[config.mk]
export PLATFORM = sky130hd
export DESIGN_NAME = micropacket_router_with_watchdog_core
export DESIGN_NICKNAME = d
export VERILOG_FILES = /design/src/mrw_pkg.sv /design/src/mrw_parser.sv /design/src/micropacket_router_with_watchdog_core.sv
export SDC_FILE = /design/constraint.sdc
export NUM_CORES = 1
export LEC_CHECK = 0
export BUFFER_PORTS_ARGS = -buffer_cell sky130_fd_sc_hd__buf_4
export CAP_MARGIN = 5
export CORE_MARGIN = 3
export CORE_UTILIZATION = 39
export DETAILED_ROUTE_END_ITERATION = 10
export GPL_TIMING_DRIVEN = 0
export PLACE_DENSITY = 0.59
export SYNTH_ARGS = -nofsm -noshare
export SYNTH_HDL_FRONTEND = slang
export SYNTH_SLANG_ARGS = --single-unit
[constraint.sdc]
create_clock -name clk_i -period 2.8 [get_ports clk_i]
set_input_delay 0.28 -clock clk_i [delete_from_list [all_inputs] [get_ports clk_i]]
set_output_delay 0.28 -clock clk_i [all_outputs]
set_load 0.005 [all_outputs]
[src/mrw_pkg.sv]
// Shared types and constants for the micropacket router with watchdog.
// No dependencies; used by every other file of the block.
`timescale 1ns / 1ps

package mrw_pkg;

  // Request operation codes
  typedef enum logic [1:0] {
    OP_START = 2'd0,
    OP_BYTE  = 2'd1,
    OP_TICK  = 2'd2
  } op_e;

  // Micropacket parser phase
  typedef enum logic [1:0] {
    PH_LENGTH  = 2'd0,
    PH_PIPE    = 2'd1,
    PH_PAYLOAD = 2'd2
  } phase_e;

  // Fault codes reported on the result channel
  typedef enum logic [1:0] {
    FAULT_BAD_LENGTH = 2'd0,
    FAULT_NO_PIPE    = 2'd1,
    FAULT_OVERFLOW   = 2'd2
  } fault_e;

  // Configuration register indexes
  localparam logic CFG_DRIVE_PIPE = 1'b0;
  localparam logic CFG_TIMEOUT    = 1'b1;

  // Field widths
  localparam int unsigned OP_W     = 2;
  localparam int unsigned PLEN_W   = 7;
  localparam int unsigned BYTE_W   = 8;
  localparam int unsigned NIB_W    = 4;
  localparam int unsigned OFFSET_W = 6;
  localparam int unsigned WD_W     = 8;

  // Reset value of the watchdog reload register
  localparam logic [WD_W-1:0] TIMEOUT_RESET = 8'd23;

  // Smallest legal micropacket length (length byte plus pipe byte)
  localparam logic [BYTE_W-1:0] MIN_MICRO_LEN = 8'd2;

  // Parser result for one request
  typedef struct packed {
    logic                write_valid;
    logic [NIB_W-1:0]    robot;
    logic [OFFSET_W-1:0] offset;
    logic [BYTE_W-1:0]   value;
    logic                fault_valid;
    fault_e              fault_code;
  } parse_res_t;

endpackage

[src/mrw_parser.sv]
// Micropacket parser: splits packet bytes into micropackets, emits drive writes
// and faults. Depends on mrw_pkg.
`timescale 1ns / 1ps

module mrw_parser #(
  parameter int unsigned DRIVE_BLOCK_BYTES = 8,
  parameter int unsigned PACKET_BYTES      = 64
) (
  input  logic                          clk_i,
  input  logic                          rst_ni,
  input  logic                          step_i,
  input  logic [mrw_pkg::OP_W-1:0]      op_i,
  input  logic [mrw_pkg::PLEN_W-1:0]    plen_i,
  input  logic [mrw_pkg::BYTE_W-1:0]    byte_i,
  input  logic [mrw_pkg::NIB_W-1:0]     drive_pipe_i,
  output mrw_pkg::parse_res_t           res_o
);

  localparam logic [mrw_pkg::PLEN_W-1:0] PKT_MAX = mrw_pkg::PLEN_W'(PACKET_BYTES);
  localparam logic [mrw_pkg::PLEN_W-1:0] DRV_LEN = mrw_pkg::PLEN_W'(DRIVE_BLOCK_BYTES);

  mrw_pkg::phase_e                  phase_q, phase_d;
  logic [mrw_pkg::PLEN_W-1:0]       pkt_left_q, pkt_left_d;
  logic [mrw_pkg::PLEN_W-1:0]       micro_q, micro_d;
  logic                             skip_q, skip_d;
  logic [mrw_pkg::NIB_W-1:0]        robot_q, robot_d;
  logic [mrw_pkg::OFFSET_W-1:0]     offset_q, offset_d;
  logic                             stopped_q, stopped_d;

  mrw_pkg::op_e                     op;
  logic                             active;
  logic [mrw_pkg::PLEN_W-1:0]       micro_dec;
  logic                             len_over;
  logic                             len_short;
  logic                             pipe_hit;

  assign op        = mrw_pkg::op_e'(op_i);
  assign active    = !stopped_q && (pkt_left_q != '0);
  assign micro_dec = micro_q - 1'b1;
  assign len_over  = byte_i > {1'b0, pkt_left_q};
  assign len_short = byte_i < mrw_pkg::MIN_MICRO_LEN;
  assign pipe_hit  = byte_i[mrw_pkg::NIB_W-1:0] == drive_pipe_i;

  // Next phase
  always_comb begin
    phase_d = phase_q;
    if (step_i) begin
      unique case (op)
        mrw_pkg::OP_START: phase_d = mrw_pkg::PH_LENGTH;
        mrw_pkg::OP_BYTE: begin
          if (active) begin
            unique case (phase_q)
              mrw_pkg::PH_LENGTH: begin
                if (!len_over && !len_short) phase_d = mrw_pkg::PH_PIPE;
              end
              mrw_pkg::PH_PIPE: begin
                phase_d = (micro_dec == '0) ? mrw_pkg::PH_LENGTH : mrw_pkg::PH_PAYLOAD;
              end
              mrw_pkg::PH_PAYLOAD: begin
                if (micro_dec == '0) phase_d = mrw_pkg::PH_LENGTH;
              end
              default: phase_d = mrw_pkg::PH_LENGTH;
            endcase
          end
        end
        default: phase_d = phase_q;
      endcase
    end
  end

  // Datapath registers and result
  always_comb begin
    pkt_left_d = pkt_left_q;
    micro_d    = micro_q;
    skip_d     = skip_q;
    robot_d    = robot_q;
    offset_d   = offset_q;
    stopped_d  = stopped_q;
    res_o      = '0;
    if (step_i) begin
      unique case (op)
        mrw_pkg::OP_START: begin
          pkt_left_d = (plen_i > PKT_MAX) ? PKT_MAX : plen_i;
          micro_d    = '0;
          skip_d     = 1'b0;
          offset_d   = '0;
          stopped_d  = 1'b0;
        end
        mrw_pkg::OP_BYTE: begin
          if (active) begin
            pkt_left_d = pkt_left_q - 1'b1;
            unique case (phase_q)
              mrw_pkg::PH_LENGTH: begin
                if (len_over) begin
                  res_o.fault_valid = 1'b1;
                  res_o.fault_code  = mrw_pkg::FAULT_OVERFLOW;
                  stopped_d         = 1'b1;
                end else if (len_short) begin
                  res_o.fault_valid = 1'b1;
                  res_o.fault_code  = mrw_pkg::FAULT_BAD_LENGTH;
                  stopped_d         = 1'b1;
                end else begin
                  micro_d = mrw_pkg::PLEN_W'(byte_i - 8'd1);
                end
              end
              mrw_pkg::PH_PIPE: begin
                micro_d = micro_dec;
                if (pipe_hit && (micro_dec == DRV_LEN)) begin
                  skip_d   = 1'b0;
                  robot_d  = byte_i[mrw_pkg::BYTE_W-1:mrw_pkg::NIB_W];
                  offset_d = '0;
                end else begin
                  skip_d            = 1'b1;
                  res_o.fault_valid = 1'b1;
                  res_o.fault_code  = pipe_hit ? mrw_pkg::FAULT_BAD_LENGTH
                                               : mrw_pkg::FAULT_NO_PIPE;
                end
              end
              mrw_pkg::PH_PAYLOAD: begin
                micro_d = micro_dec;
                if (!skip_q) begin
                  res_o.write_valid = 1'b1;
                  res_o.robot       = robot_q;
                  res_o.offset      = offset_q;
                  res_o.value       = byte_i;
                  offset_d          = offset_q + 1'b1;
                end
              end
              default: ;
            endcase
          end
        end
        default: ;
      endcase
    end
  end

  // State registers
  always_ff @(posedge clk_i or negedge rst_ni) begin
    if (!rst_ni) begin
      phase_q    <= mrw_pkg::PH_LENGTH;
      pkt_left_q <= '0;
      micro_q    <= '0;
      skip_q     <= 1'b0;
      robot_q    <= '0;
      offset_q   <= '0;
      stopped_q  <= 1'b0;
    end else begin
      phase_q    <= phase_d;
      pkt_left_q <= pkt_left_d;
      micro_q    <= micro_d;
      skip_q     <= skip_d;
      robot_q    <= robot_d;
      offset_q   <= offset_d;
      stopped_q  <= stopped_d;
    end
  end

endmodule

[src/micropacket_router_with_watchdog_core.sv]
// Top level of the micropacket router with watchdog: input and result
// registers, configuration, watchdog. Depends on mrw_pkg and mrw_parser.
`timescale 1ns / 1ps

// Usage
//   Request channel: in_valid_i / in_stall_o carry one request (op, packet
//   length, data byte). op 0 starts a packet, op 1 hands over one packet
//   byte, op 2 is a watchdog tick, op 3 is ignored.
//   Result channel: out_valid_o / out_stall_i carry exactly one result per
//   request: a drive-block write, a micropacket fault, or scram on a tick
//   that finds the watchdog empty; otherwise all fields are zero.
//   Configuration: cfg_we_i writes cfg_wdata_i to register cfg_idx_i
//   (0 drive pipe, 1 watchdog timeout); write only while the block is idle.
// Timing
//   A request lands in the input register, then the parser and watchdog
//   update their state and the result register is loaded. One request per
//   cycle is sustained while the result side is not stalled; each request
//   touches only a few small counters in a single pass.
// Reset and stall
//   After reset the watchdog is empty, so every tick reports scram until the
//   first packet start. A stalled result holds; the input register takes
//   one more request if empty, then in_stall_o rises until the stall ends.

module micropacket_router_with_watchdog_core #(
  parameter int unsigned DRIVE_BLOCK_BYTES = 8,
  parameter int unsigned PACKET_BYTES      = 64
) (
  input  logic                              clk_i,
  input  logic                              rst_ni,
  // Request channel
  input  logic                              in_valid_i,
  output logic                              in_stall_o,
  input  logic [mrw_pkg::OP_W-1:0]          in_op_i,
  input  logic [mrw_pkg::PLEN_W-1:0]        in_packet_length_i,
  input  logic [mrw_pkg::BYTE_W-1:0]        in_data_byte_i,
  // Result channel
  output logic                              out_valid_o,
  input  logic                              out_stall_i,
  output logic                              out_write_valid_o,
  output logic [mrw_pkg::NIB_W-1:0]         out_robot_o,
  output logic [mrw_pkg::OFFSET_W-1:0]      out_offset_o,
  output logic [mrw_pkg::BYTE_W-1:0]        out_value_o,
  output logic                              out_fault_valid_o,
  output logic [1:0]                        out_fault_code_o,
  output logic                              out_scram_o,
  // Configuration write port
  input  logic                              cfg_we_i,
  input  logic                              cfg_idx_i,
  input  logic [mrw_pkg::WD_W-1:0]          cfg_wdata_i
);

  logic                           s1_vld_q;
  logic [mrw_pkg::OP_W-1:0]       s1_op_q;
  logic [mrw_pkg::PLEN_W-1:0]     s1_plen_q;
  logic [mrw_pkg::BYTE_W-1:0]     s1_byte_q;

  logic                           out_vld_q;
  mrw_pkg::parse_res_t            out_res_q;
  logic                           out_scram_q;

  logic [mrw_pkg::NIB_W-1:0]      drive_pipe_q;
  logic [mrw_pkg::WD_W-1:0]       timeout_q;
  logic [mrw_pkg::WD_W-1:0]       wd_q, wd_d;

  logic                           out_free;
  logic                           s1_free;
  logic                           step;
  logic                           scram;
  mrw_pkg::parse_res_t            res;

  // Flow control
  assign out_free   = !out_vld_q || !out_stall_i;
  assign step       = s1_vld_q && out_free;
  assign s1_free    = !s1_vld_q || out_free;
  assign in_stall_o = !s1_free;

  // Input register
  always_ff @(posedge clk_i or negedge rst_ni) begin
    if (!rst_ni) begin
      s1_vld_q <= 1'b0;
    end else if (s1_free) begin
      s1_vld_q <= in_valid_i;
    end
  end

  always_ff @(posedge clk_i) begin
    if (s1_free && in_valid_i) begin
      s1_op_q   <= in_op_i;
      s1_plen_q <= in_packet_length_i;
      s1_byte_q <= in_data_byte_i;
    end
  end

  // Configuration registers
  always_ff @(posedge clk_i or negedge rst_ni) begin
    if (!rst_ni) begin
      drive_pipe_q <= '0;
      timeout_q    <= mrw_pkg::TIMEOUT_RESET;
    end else if (cfg_we_i) begin
      unique case (cfg_idx_i)
        mrw_pkg::CFG_DRIVE_PIPE: drive_pipe_q <= cfg_wdata_i[mrw_pkg::NIB_W-1:0];
        mrw_pkg::CFG_TIMEOUT:    timeout_q    <= cfg_wdata_i;
        default: ;
      endcase
    end
  end

  // Micropacket parser
  mrw_parser #(
    .DRIVE_BLOCK_BYTES (DRIVE_BLOCK_BYTES),
    .PACKET_BYTES      (PACKET_BYTES)
  ) u_parser (
    .clk_i        (clk_i),
    .rst_ni       (rst_ni),
    .step_i       (step),
    .op_i         (s1_op_q),
    .plen_i       (s1_plen_q),
    .byte_i       (s1_byte_q),
    .drive_pipe_i (drive_pipe_q),
    .res_o        (res)
  );

  // Watchdog: reload on packet start, count down on tick, scram when empty
  always_comb begin
    wd_d  = wd_q;
    scram = 1'b0;
    if (step) begin
      unique case (mrw_pkg::op_e'(s1_op_q))
        mrw_pkg::OP_START: wd_d = timeout_q;
        mrw_pkg::OP_TICK: begin
          if (wd_q != '0) wd_d = wd_q - 1'b1;
          else            scram = 1'b1;
        end
        default: ;
      endcase
    end
  end

  always_ff @(posedge clk_i or negedge rst_ni) begin
    if (!rst_ni) begin
      wd_q <= '0;
    end else begin
      wd_q <= wd_d;
    end
  end

  // Result register
  always_ff @(posedge clk_i or negedge rst_ni) begin
    if (!rst_ni) begin
      out_vld_q <= 1'b0;
    end else if (out_free) begin
      out_vld_q <= s1_vld_q;
    end
  end

  always_ff @(posedge clk_i) begin
    if (step) begin
      out_res_q   <= res;
      out_scram_q <= scram;
    end
  end

  assign out_valid_o       = out_vld_q;
  assign out_write_valid_o = out_res_q.write_valid;
  assign out_robot_o       = out_res_q.robot;
  assign out_offset_o      = out_res_q.offset;
  assign out_value_o       = out_res_q.value;
  assign out_fault_valid_o = out_res_q.fault_valid;
  assign out_fault_code_o  = out_res_q.fault_code;
  assign out_scram_o       = out_scram_q;

endmodule

==> results by group, run 1 <==
STA
  – Worst hold margin: -0.0324 ns
  – Fin. max-slew vios: 0
  – Final min period: approximately 2.6 ns
  – Number of setup violations in the final report: 0
  – Clk_skew: between 0.009 and 0.01 ns
  – Crit share post-route: between 90% and 100%
  – Fin. Hold Viols: between 40 and 50
  – Slew HR: 44.5%
  – F_max: 387 MHz
  – Least-Margin Pin Slew: approximately 0.83 ns
  – RSZ-0062 raised after global routing: false

Worst setup path
  – Slowest CP cell: a211oi_2
  – Origin of the worst setup path: u_parser.pkt_left_q[0]
  – Crit-path cells: inv_1 > ha_1 > nor2b_1 > a21o_1 > a211oi_2 > nand3_1 > clkbuf_1 > a211o_1
  – Max Fanout on Critical Path: 10
  – CP top delay family: compound AO/OA/AOI/OAI gates
  – Worst path bufs/invs: 2
  – R2R Setup Slk: roughly 0.22 ns
  – Reg2reg start: u_parser.pkt_left_q[0]
  – Worst endpoint required time: 3.02 ns
  – Critical path class: reg -> reg
  – Endpoint class of the critical path: flop
  – CP startpoint kind: flop
  – WP data arrival: about 2.8 ns
  – CP peak stage delay: between 0.5 and 0.6 ns

Status
  – Failing checks: negative hold slack
  – Outcome: complete, but fails checks

Final layout
  – Area Overhead vs Synth: 20.7%
  – Reg area: 2460 sq um
  – Number of diodes: 0
  – Filler Cells Inserted: about 1,000
  – Nets: 528
  – Multi-input logic area: approximately 1900 sq um
  – Layout cells sized above 1: a little over a fifth

Pwr
  – Power Density: between 700 and 800 nW/um^2
  – Static Leak: between 0.002 and 0.0025 uW
  – Final Power: around 4300 uW
  – Peak VDD IR: about 0.00034 V

Flow run
  – Max cap viols: 0

CTS
  – CTS sink count: 90
  – CTS Root Cell: clkbuf_16
  – Setup bufs post-CTS: 0
  – Post-CTS Hold Fix Bufs: 0
  – Clk Latency, worst-skew pair: about 0.34 ns
  – Maximum clock insertion buffer count: 2
  – CTS clk-pin slew, worst paths: 0.07 ns
  – Num CTS Buffers: 9
  – CTS tree: done
  – H-Tree Depth: 3

Detailed routing
  – Via count: between 3,000 and 4,000
  – WL per Instance: ~16 um
  – Via density: 5.34
  – Post-route ant nets: 0
  – DRC viols: 0
  – DR pass1 iterations: 4
  – DRT Wirelength: 9660 um
  – Initial DRC Count: just over 200

Die
  – IO Count: 56
  – Core ar.: approximately 11,000 sq um
  – Starting Density: between 40% and 50%
  – Die ar.: around 13,000 sq um
  – Die W: 113 um
  – Die Span Y: about 110 um
  – Cell row count: 38

Logic synthesis
  – Mapped Cells: between 400 and 500
  – Post-synth ARST share: approximately 56%
  – Syn nets: roughly 460
  – Prevailing post-synth register cell: dfrtp_1
  – Yosys top cell by area: edfxtp_1
  – Mean Syn Cell Area: around 11 sq um
  – Top-area cell type share of the netlist area: a little over a quarter
  – Ys Warns: 0
  – Post-synth top cells: dfrtp_1, edfxtp_1, nand2_1
  – Most common cell in the netlist: dfrtp_1
  – Top post-synthesis cells by area: edfxtp_1, dfrtp_1, ha_1
  – Mapped cell area: about 4500 sq um
  – Post-synth EDFFs: 40
  – Synthesized flop and latch total: 90
  – Register area share after synthesis: between 50 and 60%
  – Synth unique cells: 54

Global route
  – Vias in the first global route: 3,311
  – First-pass GRT wire length: 16,400 um
  – Gr usage total: about 16%
  – Initial antenna violation count: 0
  – Maximum number of pins on one net before global-route repair: between 50 and 60
  – Gr ovfl total: 0

Place
  – Number of I/O port buffers: 55
  – Final RePlAce weighted congestion: slightly below 0.9
  – Hpwl dp: between 7000 and 8000 um

Worst hold path
  – Hold/Removal Path Class: in -> async
[sequential cells by signal, summed over array words and instances, names as in the netlist]
name                 flops
u_parser.skip_q          1
out_scram_o              1
out_write_valid_o        1
u_parser.micro_q         7
out_fault_code_o         2
s1_byte_q                8
out_robot_o              4
wd_q                     8
u_parser.offset_q        6
out_offset_o             6
drive_pipe_q             4
timeout_q                8
out_fault_valid_o        1
out_value_o              8
s1_plen_q                7
u_parser.pkt_left_q      7
out_valid_o              1
u_parser.robot_q         4
u_parser.phase_q         2
s1_vld_q                 1
u_parser.stopped_q       1
s1_op_q                  2
[cell families (layout without fill, tap and decap cells)]
logic type      count (synthesis)  in the layout  synth area share, %
simple gates                  138            138                 16.1
mux                            17             17                 4.22
compound gates                 94             94                 14.0
xor+xnor                       11             11                 2.14
fa+ha+maj                      20             20                 5.56
buf+inv                        41            112                 3.44
flops                          90             90                 54.6
[final cells by class]
cell class | instances | share of cell area (%)
buffer | 16 | 1.15
clock buffer | 10 | 4.21
clock inverter | 6 | 1.79
inverter | 25 | 1.73
multi-input combinational | 280 | 35.1
sequential | 90 | 45.2
tap | 140 | 3.22
timing repair buffer | 55 | 7.59
[metrics by stage]
step	setup slack (ns)	cell area (sq um)	utilization (%)	instances	TNS, ns
2_1_floorplan	0.455	4500	-	411	0
3_3_place_gp	-0.0784	5090	46.0	606	-0.0875
3_5_place_dp	-0.0723	5090	46.0	606	-0.0851
4_1_cts	0.217	5430	49.0	622	0
5_1_grt	0.0194	5440	49.1	622	0
6_report	0.216	5440	49.1	622	0
[worst reg2reg max path, stage by stage, from the launching register on]
cell and delay, ns:
dfrtp_1 0.42, inv_1 0.09, ha_1 0.19, nor2b_1 0.15, a21o_1 0.27, a211oi_2 0.54, nand3_1 0.23, clkbuf_1 0.26
a211o_1 0.33
[power by group]
part / internal [uW] / switching, uW
clock: 795 / 521
combinational: 477 / 677
sequential: 1600 / 199
[layer usage]
metal / GRT usage (%) / vias to the layer above / routed length [um] / share of wire [%]
li1: - / 1643 / - / -
met1: 22.6 / 1591 / 4790 / 50
met2: 24.6 / 83 / 4370 / 45
met3: 3.24 / 7 / 410 / 4.2
met4: 4.33 / 0 / 87 / 0.90
met5: 0 / - / 0 / 0
[what timing repair did]
action                     4_1_cts  5_1_grt
resized for setup                2        3
pin swaps                        0        0
setup endpoints to repair        3        7
[path summary, 6_finish.rpt]
kind                                       end  depth (start not counted)
setup / recovery           u_parser.micro_q[0]                          8
hold / removal                    timeout_q[5]                          1
setup reg to reg           u_parser.micro_q[0]                          8
hold reg to reg                    out_valid_o                          1
max in group asynchronous      u_parser.skip_q                          1
min in group clk_i                s1_plen_q[4]                          1
[placed cells by master, fill, tap and decap left out, types with 3 or more instances in the layout]
| cell type | n |
|---|---|
| buf_4 | 55 |
| dfrtp_1 | 46 |
| edfxtp_1 | 40 |
| nand2_1 | 36 |
| o21ai_0 | 31 |
| inv_1 | 25 |
| nor2_1 | 20 |
| ha_1 | 20 |
| and2_1 | 17 |
| mux2_2 | 16 |
| clkbuf_1 | 15 |
| nand3_1 | 13 |
| a21oi_1 | 12 |
| nand2b_1 | 9 |
| nor3_1 | 9 |
| clkbuf_16 | 9 |
| nor4_1 | 8 |
| nor2b_1 | 6 |
| xor2_1 | 6 |
| o211ai_1 | 6 |
| xnor2_1 | 5 |
| a31oi_1 | 5 |
| o22ai_1 | 5 |
| o2111ai_1 | 4 |
| dfstp_2 | 4 |
| and3_1 | 3 |
| a211o_1 | 3 |
| o31ai_1 | 3 |
| a32o_1 | 3 |
| o21a_1 | 3 |
| a22o_1 | 3 |
| o311ai_0 | 3 |
Power figures use the tool's default switching activity.
==> run 2, diff against run 1 <==
--- a/config.mk
+++ b/config.mk
@@ -5,6 +5,7 @@
 export SDC_FILE = /design/constraint.sdc
 export NUM_CORES = 1
 export LEC_CHECK = 0
+export ABC_AREA = 1
 export BUFFER_PORTS_ARGS = -buffer_cell sky130_fd_sc_hd__buf_4
 export CAP_MARGIN = 5
 export CORE_MARGIN = 3
==> results by group, run 2 <==
Status
  – Outcome: finished clean

STA
  – Fin. max-slew vios: 0
  – RSZ-0062 raised after global routing: false
  – Fin. Hold Viols: 0
  – Worst hold margin: ~0.11 ns
  – Worst setup margin: between 0.5 and 0.6 ns
  – Crit share post-route: about 80%
  – Least-Margin Pin Slew: 1.02 ns
  – Final min period: between 2 and 2.5 ns
  – F_max: between 400 and 500 MHz
  – TNS Setup: 0 ns
  – Number of setup violations in the final report: 0
  – Clk_skew: 0.00891 ns
  – Slew HR: a little under a third

Worst setup path
  – Reg2reg path depth: 9
  – Worst endpoint required time: between 2 and 3 ns
  – Max Fanout on Critical Path: 10
  – CP startpoint kind: flop
  – Reg2reg start: s1_byte_q[5]
  – WP data arrival: 2.29 ns
  – R2R Setup Slk: ~0.59 ns
  – Critical path class: reg -> reg
  – Origin of the worst setup path: s1_byte_q[5]
  – Worst R2R End: out_fault_valid_o
  – Endpoint class of the critical path: flop

Global route
  – Gr usage total: ~16%
  – Maximum number of pins on one net before global-route repair: 51
  – Vias in the first global route: roughly 3,500
  – Gr ovfl total: 0
  – Initial antenna violation count: 0
  – First-pass GRT wire length: 16,800 um

CTS
  – Clk Latency, worst-skew pair: about 0.34 ns
  – H-Tree Depth: 3
  – CTS clk-pin slew, worst paths: about 0.070 ns
  – CTS tree: done
  – Num CTS Buffers: 9
  – CTS sink count: 90
  – Maximum clock insertion buffer count: 2
  – Setup bufs post-CTS: 0
  – CTS resizes: 0
  – CTS Root Cell: clkbuf_16

Detailed routing
  – Via count: between 3,000 and 4,000
  – Via density: 4.93
  – Post-route ant nets: 0
  – DR pass1 iterations: 4
  – WL per Instance: between 10 and 15 um
  – Initial DRC Count: roughly 180
  – DRT Wirelength: about 10,000 um
  – DRC viols: 0

Final layout
  – Area Overhead vs Synth: 20.4%
  – Filler Cells Inserted: between 1,000 and 1,500
  – Number of diodes: 0
  – Most common cell after layout, fill and taps aside: nand2_1
  – Most frequent cells in the layout: nand2_1, inv_1, buf_4, nor2_1, dfrtp_1
  – Final Cell Area: 5670 sq um
  – Layout cells sized above 1: between 20 and 25%
  – Nets: between 600 and 700

Worst hold path
  – Hold endpoint: s1_plen_q[4]
  – Hold_sp: in_packet_length_i[4]
  – Hold/Removal Path Class: in -> reg
  – Hold Crit Depth: 1

Pwr
  – Static Leak: roughly 0.0026 uW
  – Peak VDD IR: about 0.00042 V
  – Power Density: slightly above 800 nW/um^2
  – Final Power: between 4000 and 5000 uW

Logic synthesis
  – Syn nets: between 500 and 600
  – Post-synth ARST share: between 50% and 60%
  – Most common cell in the netlist: nand2_1
  – Top-area cell type share of the netlist area: roughly a quarter
  – Mapped Cells: slightly above 500
  – Yosys top cell by area: edfxtp_1
  – Ys Warns: 0
  – Mapped cell area: roughly 4700 sq um
  – Prevailing post-synth register cell: dfrtp_1
  – Mean Syn Cell Area: slightly above 9 sq um
  – Post-synth top cells: nand2_1, inv_1, nor2_1
  – Top post-synthesis cells by area: edfxtp_1, dfrtp_1, nand2_1
  – Synthesized flop and latch total: 90
  – Post-synth EDFFs: 40
  – Synth unique cells: between 40 and 50
  – Register area share after synthesis: 52.2%

Place
  – Hpwl dp: around 7400 um
  – Place WS: 0.629 ns
  – Final RePlAce weighted congestion: around 0.86
  – Number of I/O port buffers: 55
  – Placed inst area: between 5000 and 6000 sq um

Die
  – Die W: ~120 um
  – Core ar.: between 10,000 and 15,000 sq um
  – IO Count: 56
  – Die ar.: about 13,000 sq um
  – Cell row count: 39
  – Die Span Y: 116 um
  – Starting Density: 40.6%

Flow run
  – Max cap viols: 0
==> run 2: changes by cell type after synthesis, sizes merged, moves of 13 or more <==
| cell | delta |
|---|---|
| a21oi | +15 |
| and2 | -17 |
| clkbuf | -13 |
| inv | +56 |
| mux2 | -14 |
| nand2 | +78 |
| nand3 | +17 |
| nor2 | +40 |
==> run 2: timing repair <==
| action | in CTS | in global routing |
|---|---|---|
| endpoints found under the hold margin | 9 | 0 |
| endpoints found under the setup margin | 0 | 0 |
| hold buffers | 1 | 0 |
==> run 2: power breakdown <==
part	switching, uW	internal, uW
Combinational	892	500
Clock	491	963
Sequential	151	1620
==> run 2: worst max-delay path by stage <==
stage | end | depth (start not counted)
final | out_fault_valid_o | 9
after CTS | out_fault_valid_o | 9
after detailed placement | out_fault_valid_o | 9
after floorplan | out_fault_valid_o | 9
after global routing | out_fault_valid_o | 9
after global placement | out_fault_valid_o | 9
==> run 2: cell families after synthesis <==
family,share of synthesized area [%]
buffers and inverters,7.52
DFF,52.2
AOI/OAI and AO/OA,10.8
and+or+nand+nor,22.4
muxes,0.478
adders and majority gates,5.31
xor gates and xnor gates,1.30
==> run 2: per-layer routing <==
metal  routed length (um)  track usage, %
met5                    0               0
met4                   48            4.72
met3                  476            3.97
met2                 4810            26.0
met1                 4740            21.4
==> run 2: per-stage QoR <==
step | instances | utilization [%]
2_1_floorplan | 518 | -
3_3_place_gp | 716 | 45.6
3_5_place_dp | 716 | 45.6
5_1_grt | 733 | 48.8
4_1_cts | 733 | 48.8
6_report | 733 | 48.8
==> run 2: cell type report <==
cell class	count	area, sq um	area share (%)
timing repair buffer	56	423	7.46
clock buffer	11	233	4.10
inverter	81	304	5.36
multi-input combinational	339	1900	33.5
clock inverter	5	128	2.25
sequential	90	2460	43.3
buffer	8	50.0	0.882
tap	143	179	3.15
==> run 2: critical path: stages (launching register included) <==
cell and delay [ns]:
edfxtp_1 0.44, ha_1 0.33, nand2_1 0.05, nor3_1 0.30
nand4_1 0.18, nand3_1 0.12, nand2_1 0.11, inv_2 0.08
buf_2 0.21, a21oi_1 0.12
==> run 3, diff against run 2 <==
--- a/config.mk
+++ b/config.mk
@@ -5,7 +5,7 @@
 export SDC_FILE = /design/constraint.sdc
 export NUM_CORES = 1
 export LEC_CHECK = 0
-export ABC_AREA = 1
+export ABC_AREA = 0
 export BUFFER_PORTS_ARGS = -buffer_cell sky130_fd_sc_hd__buf_4
 export CAP_MARGIN = 5
 export CORE_MARGIN = 3
==> constraint.sdc (replaced) <==
create_clock -name clk_i -period 2.2 [get_ports clk_i]
set_input_delay 0.22 -clock clk_i [delete_from_list [all_inputs] [get_ports clk_i]]
set_output_delay 0.22 -clock clk_i [all_outputs]
set_load 0.005 [all_outputs]
==> results by group, run 3 (synthesis results as in run 1) <==
Detailed routing
  – Post-route ant nets: 0
  – WL per Instance: 15.5 um
  – Via count: approximately 3,400
  – Via density: about 5.3
  – Initial DRC Count: 110
  – DRT Wirelength: just over 10,000 um
  – DRC viols: 0
  – DR pass1 iterations: 4

Final layout
  – Most frequent cells in the layout: buf_4, dfrtp_1, edfxtp_1, nand2_1, o21ai_0
  – Layout cells sized above 1: about a third
  – Most common cell after layout, fill and taps aside: buf_4
  – Number of diodes: 0
  – Post-route insts no fill: roughly 650
  – Nets: between 500 and 600
  – Area Overhead vs Synth: 30.1%

STA
  – Least-Margin Pin Slew: roughly 0.83 ns
  – Clk_skew: 0.00806 ns
  – F_max: about 420 MHz
  – Slew HR: 44.7%
  – Fin. max-slew vios: 0
  – Crit share post-route: 110%
  – Fin. Hold Viols: 0
  – Worst setup margin: -0.210 ns
  – Final min period: 2.41 ns
  – RSZ-0062 raised after global routing: true
  – Number of setup violations in the final report: 12

Die
  – Die Span Y: 113 um
  – Die ar.: 12,900 sq um
  – IO Count: 56
  – Cell row count: 38
  – Starting Density: between 40% and 50%
  – Core ar.: approximately 11,000 sq um
  – Die W: 113 um

Status
  – Outcome: complete, but fails checks
  – Failing checks: negative setup slack

Place
  – Hpwl dp: between 7000 and 8000 um
  – Place WS: -0.625 ns
  – Dpl cells: between 600 and 700
  – Number of I/O port buffers: 55
  – Final RePlAce weighted congestion: approximately 0.9

Global route
  – First-pass GRT wire length: about 16,000 um
  – Vias in the first global route: 3,301
  – Gr ovfl total: 0
  – Initial antenna violation count: 0
  – Maximum number of pins on one net before global-route repair: between 50 and 60
  – Gr usage total: around 16%

Worst setup path
  – Critical path class: reg -> reg
  – Worst endpoint required time: 2.42 ns
  – CP peak stage delay: roughly 0.51 ns
  – Slowest CP cell: or4_4
  – Origin of the worst setup path: u_parser.micro_q[0]
  – Endpoint class of the critical path: flop
  – Max Fanout on Critical Path: 3
  – Reg2reg start: u_parser.micro_q[0]
  – CP startpoint kind: flop
  – WP data arrival: 2.63 ns
  – Crit-path cells: or3_4 > o31a_1 > buf_4 > or4_4 > a221o_1 > a32o_1

CTS
  – CTS tree: done
  – Maximum clock insertion buffer count: 2
  – Num CTS Buffers: 9
  – CTS clk-pin slew, worst paths: 0.07 ns
  – CTS sink count: 90
  – CTS Root Cell: clkbuf_16
  – Clk Latency, worst-skew pair: 0.34 ns
  – H-Tree Depth: 3

Flow run
  – Max cap viols: 0

Pwr
  – Static Leak: roughly 0.0024 uW
  – Power Density: just under 1000 nW/um^2
  – Peak VDD IR: 0.000460 V

Worst hold path
  – Hold/Removal Path Class: in -> reg
  – Hold_sp: in_packet_length_i[4]
==> run 3: changes by cell type in the layout (fill, tap and decap cells not counted), moves of 6 or more <==
cell / previous run / this run
o21ai_1: 7 / 1
inv_2: 9 / 3
nor2_1: 51 / 19
nand2_1: 97 / 36
nand3_1: 27 / 11
nand2_2: 14 / 0
nand2b_1: 0 / 9
a21oi_1: 26 / 12
mux2_2: 2 / 12
inv_1: 72 / 22
and2_1: 0 / 17
buf_4: 55 / 84
==> run 3: layout make-up <==
type	count	area, sq um
Multi-Input combinational cell	280	2110
Timing Repair Buffer	85	644
Buffer	13	70.1
Fill cell	975	5220
Tap cell	140	175
Clock buffer	10	229
Inverter	25	93.8
Sequential cell	90	2460
Clock inverter	6	73.8
==> run 3: worst paths after layout <==
check | depth (start not counted) | to | slack (ns)
setup reg to reg | 6 | u_parser.phase_q[1] | -0.21
setup / recovery | 6 | u_parser.phase_q[1] | -0.21
hold reg to reg | 1 | u_parser.offset_q[5] | 0.49
hold / removal | 1 | s1_plen_q[4] | 0.05
max in group asynchronous | 2 | u_parser.pkt_left_q[4] | 1.29
min in group asynchronous | 2 | u_parser.micro_q[1] | 0.46
==> run 3: critical path: cells and delay by family (launching register included) <==
kind,cells,cell delay [ns]
simple gates,2,0.92
compound gates,3,0.83
flops,1,0.40
buf+inv,1,0.15
==> run 3: where the power goes <==
group	internal, uW	total (uW)	leakage (uW)	switching, uW
Clock	897	1560	0.000142	664
Combinational	860	1910	0.00127	1050
Sequential	2050	2300	0.00102	251
==> run 3: per-layer routing <==
metal / GRT usage [%] / share of wire (%) / vias up
met2: 24.7 / 46 / 79
met4: 5.37 / 1.4 / 0
li1: - / - / 1700
met1: 22.7 / 48 / 1655
met5: 0 / 0 / -
met3: 2.71 / 4.2 / 13
==> run 3: what timing repair did <==
action / 4_1_cts / 5_1_grt
buffers inserted: 16 / 12
resized for setup: 26 / 43
endpoints found under the setup margin: 43 / 49
pin swaps: 9 / 17
endpoints found under the hold margin: 46 / 0
gates cloned: 0 / 1
hold buffers: 1 / 0
==> run 3: per-stage QoR <==
step / cell area [sq um] / setup TNS (ns) / power [uW] / hold WS [ns] / util (%)
after global routing: 5860 / -2.59 / 6110 / 0.0468 / 52.9
after floorplan: 4520 / -0.458 / 3310 / -0.0756 / -
after CTS: 5640 / -4.08 / 5500 / 0.0501 / 50.9
after detailed placement: 5100 / -13.20 / 3770 / 0.298 / 46.1
final: 5860 / -1.56 / 5760 / 0.0524 / 52.9
after global placement: 5100 / -13.00 / 3740 / 0.297 / 46.1
